### src/sv/bwts_pkg.sv
// ----------------------------------------------------------------------------
// bwts_pkg
// Shared types and constants of the bilinear wrap texture sampler.
// ----------------------------------------------------------------------------
package bwts_pkg;

  localparam int unsigned TexelDepth = 65536;
  localparam int unsigned FracBits   = 16;
  localparam int unsigned PalDepth   = 256;
  localparam int unsigned PosFrac    = 24;

  typedef enum logic [1:0] {
    CmdWriteTexel   = 2'd0,
    CmdWritePalette = 2'd1,
    CmdSample       = 2'd2,
    CmdNone         = 2'd3
  } cmd_e;

  typedef enum logic [2:0] {
    RegWidth    = 3'd0,
    RegHeight   = 3'd1,
    RegPaletted = 3'd2,
    RegOffsetX  = 3'd3,
    RegOffsetY  = 3'd4,
    RegScaleX   = 3'd5,
    RegScaleY   = 3'd6,
    RegNone     = 3'd7
  } reg_e;

endpackage

### src/sv/bwts_axis_map.sv
// ----------------------------------------------------------------------------
// bwts_axis_map
// Maps one axis of a sample position to a wrapped texel coordinate and a
// fraction. Pipelined: subtract, scale, size, then a multi-step wrap.
// Stages: four arithmetic stages, WS wrap stages and the output
// register. One beat per cycle while en_i is high.
// ----------------------------------------------------------------------------
module bwts_axis_map #(
  parameter int unsigned FRAC_BITS = bwts_pkg::FracBits
) (
  input  logic                 clk_i,
  input  logic                 rst_ni,
  input  logic                 en_i,
  input  logic [15:0]          pos_i,
  input  logic signed [16:0]   off_i,
  input  logic [15:0]          scale_i,
  input  logic [8:0]           size_i,
  output logic [8:0]           coord_o,
  output logic [8:0]           coord1_o,
  output logic [FRAC_BITS-0:0] one_m_frac_o,
  output logic [FRAC_BITS-1:0] frac_o
);
  localparam int unsigned PF = bwts_pkg::PosFrac;

  // stage 1: difference, 18 bits signed
  logic signed [17:0] d_q;
  logic [15:0] sc_q;
  logic [8:0] sz1_q;
  // stage 2: times scale, 34 bits signed
  logic signed [33:0] ds_q;
  logic [8:0] sz2_q;
  // stage 3: times size, 44 bits signed
  logic signed [43:0] p_q;
  logic [8:0] sz3_q;
  // stage 4: integer part (floor) and fraction
  logic signed [19:0] ip_q;
  logic [FRAC_BITS-1:0] f4_q;
  logic [8:0] sz4_q;

  logic [8:0] sz_eff;
  assign sz_eff = (size_i == 9'd0) ? 9'd1 : size_i;

  always_ff @(posedge clk_i) begin
    if (en_i) begin
      d_q   <= $signed({2'b00, pos_i}) - 18'(off_i);
      sc_q  <= scale_i;
      sz1_q <= sz_eff;
      ds_q  <= 34'(d_q) * $signed({1'b0, sc_q});
      sz2_q <= sz1_q;
      p_q   <= 44'(ds_q) * $signed({1'b0, sz2_q});
      sz3_q <= sz2_q;
      ip_q  <= p_q[43:PF];
      f4_q  <= p_q[PF-1 -: FRAC_BITS];
      sz4_q <= sz3_q;
    end
  end

  // wrap: floor result ip lies in (-2^19, 2^19); reduce by subtracting
  // size shifted, one bit per stage over 11 stages on a sign-corrected value
  localparam int unsigned WS = 11;
  logic [19:0] r_q [WS+1];
  logic [8:0] s_q [WS+1];
  logic [FRAC_BITS-1:0] f_q [WS+1];
  logic n_q [WS+1];

  assign r_q[0] = ip_q[19] ? 20'(-ip_q) : 20'(ip_q);
  assign s_q[0] = sz4_q;
  assign f_q[0] = f4_q;
  assign n_q[0] = ip_q[19];

  for (genvar k = 0; k < WS; k++) begin : g_wrap
    localparam int unsigned SH = WS - 1 - k;
    logic [19:0] r_s;
    logic [19:0] r_d;
    logic [19:0] sub;
    logic [8:0] s_s;
    logic [FRAC_BITS-1:0] f_s;
    logic n_s;
    assign sub = 20'(s_q[k]) << SH;
    assign r_d = (r_q[k] >= sub) ? r_q[k] - sub : r_q[k];
    always_ff @(posedge clk_i) begin
      if (en_i) begin
        r_s <= r_d;
        s_s <= s_q[k];
        f_s <= f_q[k];
        n_s <= n_q[k];
      end
    end
    assign r_q[k+1] = r_s;
    assign s_q[k+1] = s_s;
    assign f_q[k+1] = f_s;
    assign n_q[k+1] = n_s;
  end

  logic [8:0] rem;
  logic [8:0] c0;
  assign rem = r_q[WS][8:0];
  assign c0 = (n_q[WS] && rem != 9'd0) ? s_q[WS] - rem : rem;

  always_ff @(posedge clk_i or negedge rst_ni) begin
    if (!rst_ni) begin
      coord_o      <= '0;
      coord1_o     <= '0;
      frac_o       <= '0;
      one_m_frac_o <= '0;
    end else if (en_i) begin
      coord_o      <= c0;
      coord1_o     <= (c0 + 9'd1 >= s_q[WS]) ? 9'd0 : c0 + 9'd1;
      frac_o       <= f_q[WS];
      one_m_frac_o <= ((FRAC_BITS+1)'(1) << FRAC_BITS) - (FRAC_BITS+1)'(f_q[WS]);
    end
  end
endmodule

### config.mk
export PLATFORM = sky130hd
export DESIGN_NAME = bwts_axis_map
export DESIGN_NICKNAME = d
export VERILOG_FILES = /design/src/sv/bwts_pkg.sv /design/src/sv/bwts_axis_map.sv
export SDC_FILE = /design/constraint.sdc
export NUM_CORES = 2
export LEC_CHECK = 0
export ABC_AREA = 1
export BUFFER_PORTS_ARGS = -buffer_cell sky130_fd_sc_hd__clkbuf_2
export CORE_MARGIN = 5
export CORE_UTILIZATION = 66
export CTS_BUF_LIST = sky130_fd_sc_hd__clkbuf_8
export DETAILED_ROUTE_END_ITERATION = 8
export PLACE_DENSITY = 0.83
export SETUP_SLACK_MARGIN = 0.5
export SYNTH_ARGS = -nofsm -noshare
export SYNTH_HDL_FRONTEND = slang
export SYNTH_SLANG_ARGS = --single-unit
export TNS_END_PERCENT = 10
### constraint.sdc
create_clock -name clk_i -period 16.5 [get_ports clk_i]
set_input_delay 1.65 -clock clk_i [delete_from_list [all_inputs] [get_ports clk_i]]
set_output_delay 1.65 -clock clk_i [all_outputs]
set_load 0.02 [all_outputs]
==> summary.md <==
| Metric | Value |
|---|---|
| Most frequent cells in the layout | `1369 x inv_1, 1296 x nand2_1, 671 x edfxtp_1` |
| Routed len/inst | `16.5 um` |
| Cells on Worst Hold Path | `0` |
| Hold WC Path Type | `reg -> reg` |
| Num ports | `112` |
| Fmax | `157 MHz` |
| Outcome | `finished, final reports clean` |
| DRC | `0` |
| Period utilization | `38.5%` |
| Post-DRT Antenna Nets | `0` |
| Setup TNS | `0 ns` |
| Req. time, crit path | `17.02 ns` |
| Ys Warns | `0` |
| Post-synthesis async set-or-reset flop share | `6.93%` |
| CTS clk-pin slew, worst paths | `0.06 ns` |
| Drt total wl | `115 mm` |
| Via count | `38173` |
| R2r setup slk | `10.14 ns` |
| Distinct cells, synth | `59` |
| Max_slew headroom | `30.5%` |
| Unrepaired setup endpoints after global routing | `false` |
| Post-synthesis mux area share | `0%` |
| CTS tree | `built` |
| Layout area overhead | `6.25%` |
| Mapped Area | `54800 um2` |
| Simple-gate share of the synthesized area | `14.3%` |
| Full die area | `88800 um2` |
| GR Util All Layers | `26.4%` |
| GP Congestion | `0.955` |
| Measured slew at the worst slew-check pin | `1.04 ns` |
| WS Path Type | `reg -> reg` |
| #FFs+latches synth | `721` |
| Pre-CTS WS | `10.16 ns` |
| Post-Synth XOR/XNOR Area | `3.20%` |
| Post-synth EDFFs | `671` |
| Sequential fraction of the synthesis area | `39.1%` |
| Most common cell after layout, fill and taps aside | `inv_1` |
| Initial antenna violation count | `1` |
| Worst Clk Skew | `0.103 ns` |
| CTS H-Tree Depth | `3` |
| Main combinational cell family by area after synthesis | `adder cells` |
| Die width | `298 um` |
| Max_cap viols | `0` |
| CTS sink count | `721` |
| Drt via density | `5.47` |
| Std cell rows | `105` |
| Synth Flop Type | `edfxtp_1` |
| Crit Path Max Fanout | `18` |
| Skew-Pair Late Insertion Delay | `0.76 ns` |
| Global-route wire length before repair | `192 mm` |
| Mapped Cells | `5764` |
| Reg area | `21400 um2` |
| Post-CTS setup buffers | `0` |
| Clock buffer depth | `3` |
| Net Count, Synth | `6686` |
| Mapped Avg Cell Area | `9.50 um2` |
| Initial core utilization | `66.6%` |
| Minimum clock period | `6.36 ns` |
| Vias in the first global route | `39516` |
| Port Buffers | `111` |
| Final Hold Viols | `0` |
| Final #Nets | `6750` |
| Critical path capture point type | `flop` |
| Layout cells sized above 1 | `5.82%` |
| Final number of max-transition violations | `0` |
| Total iterations of the first detailed-routing run | `6` |
| DP Wirelength | `89.1 mm` |
| Filler cells | `6001` |
| Gates resized, CTS repair | `0` |
| Area of the multi-input gates | `27600 um2` |
| CP Launch Type | `flop` |
| 1st-iter DRT viols | `2595` |
| Cts bufs inserted | `110` |
| Grt total ovfl | `0` |
| Hold buffers post-CTS | `0` |
| CORE AREA | `82200 um2` |
| Root Driver | `clkbuf_8` |
| Setup WS post-layout | `10.14 ns` |
| Compound-Gate Fraction of Synth Area | `5.70%` |
| R2R cell count | `17` |
| Pin count of the biggest net entering global routing | `195` |
| Final setup viols | `0` |
| Die Ht | `298 um` |
| Worst EP arrival | `6.88 ns` |
| Post-Synth Adder-Cell Area | `27.2%` |
==> worst paths after layout <==
path / from / to
min reg2reg: g_wrap[7].f_s[9]$_DFFE_PP_ / g_wrap[8].f_s[9]$_DFFE_PP_
max in group asynchronous: rst_ni / one_m_frac_o[14]$_DFFE_PN0P_
min: g_wrap[7].f_s[9]$_DFFE_PP_ / g_wrap[8].f_s[9]$_DFFE_PP_
max: sc_q[2]$_DFFE_PP_ / ds_q[30]$_DFFE_PP_
min in group asynchronous: rst_ni / one_m_frac_o[13]$_DFFE_PN0P_
max reg2reg: sc_q[2]$_DFFE_PP_ / ds_q[30]$_DFFE_PP_
==> flip-flops by register name, indices dropped and copies added, names as in the netlist <==
register	cells
sc_q	16
one_m_frac_o	17
sz4_q	9
d_q	18
g_wrap.r_s	209
sz3_q	9
f4_q	16
sz1_q	9
frac_o	15
sz2_q	9
g_wrap.s_s	99
p_q	36
ip_q	20
g_wrap.n_s	11
g_wrap.f_s	176
coord_o	9
ds_q	34
coord1_o	9
==> cells in the mapped netlist (5+ instances only) <==
cell type / n / share of area, %
inv_1: 1338 / 9.2
nand2_1: 1296 / 8.9
edfxtp_1: 671 / 37
fa_1: 548 / 20
ha_1: 313 / 7.2
nor2_1: 287 / 2.0
a21oi_1: 205 / 1.9
o21ai_0: 185 / 1.7
clkbuf_1: 144 / 0.99
nand3_1: 139 / 1.3
xor2_1: 127 / 2.0
xnor2_1: 73 / 1.2
nand4_1: 53 / 0.61
dfrtp_1: 50 / 2.3
nor3_1: 44 / 0.40
o21ai_1: 31 / 0.28
a21o_1: 21 / 0.29
nor4_1: 20 / 0.23
or2_2: 19 / 0.22
o21bai_1: 17 / 0.23
a31oi_1: 15 / 0.17
buf_2: 13 / 0.12
nand3b_1: 12 / 0.16
o21ai_2: 12 / 0.19
buf_1: 9 / 0.062
inv_2: 9 / 0.062
nor2_2: 8 / 0.091
o211ai_1: 8 / 0.11
a211oi_1: 7 / 0.096
a21boi_0: 7 / 0.096
buf_4: 7 / 0.096
o21a_1: 7 / 0.096
o2111ai_1: 6 / 0.096
o31ai_1: 6 / 0.082
and3_1: 5 / 0.057
nand2_2: 5 / 0.057
==> stage by stage <==
step	area, um2	hold WS [ns]	std cells	utilization, %
global route	58200	0.368	6982	70.8
CTS	58200	0.352	6981	70.8
global placement	56100	0.400	6786	68.2
detailed placement	56100	0.405	6786	68.2
finish	58200	0.361	6982	70.8
floorplan	54800	0.400	5764	-
==> worst max-delay path: stages (launching register included) <==
cell,delay (ns)
edfxtp_1,0.81
nand2_1,0.27
fa_1,0.81
fa_1,0.45
inv_1,0.35
fa_1,0.53
fa_1,0.51
fa_1,0.49
inv_1,0.05
fa_1,0.47
inv_1,0.04
ha_1,0.36
a21oi_1,0.28
inv_1,0.09
a221oi_1,0.39
nand3_1,0.12
nand2_1,0.07
nand2_1,0.04
==> kinds of logic (layout without fill, tap and decap cells) <==
group	after synthesis	after routing
AND/OR/NAND/NOR	1907	1907
buffers and inverters	1525	1672
adder cells (fa/ha/maj)	861	861
flip-flops	721	721
AO/OA/AOI/OAI	550	550
XOR/XNOR	200	200
other	0	1
==> final cells by class <==
cell class                      count  area share (%)
Antenna cell                        1         0.00430
Clock buffer                      114            2.70
Clock inverter                     81           0.916
Inverter                         1347            8.69
Multi-Input combinational cell   3518            47.4
Sequential cell                   721            36.8
Tap cell                         1070            2.30
Timing Repair Buffer              130            1.24
==> layer usage <==
| layer | vias to the layer above | global-route usage [%] | part of all wire [%] |
|---|---|---|---|
| met5 | - | 0 | 0 |
| met4 | 0 | 11.4 | 4.4 |
| met3 | 357 | 3.31 | 5.4 |
| met2 | 1282 | 46.6 | 51 |
| met1 | 18486 | 32.9 | 39 |
| li1 | 18048 | - | - |
Power is left out: the tool's default activity adds up to more than one toggle a clock period on the data nets, which glitch-free logic cannot reach.
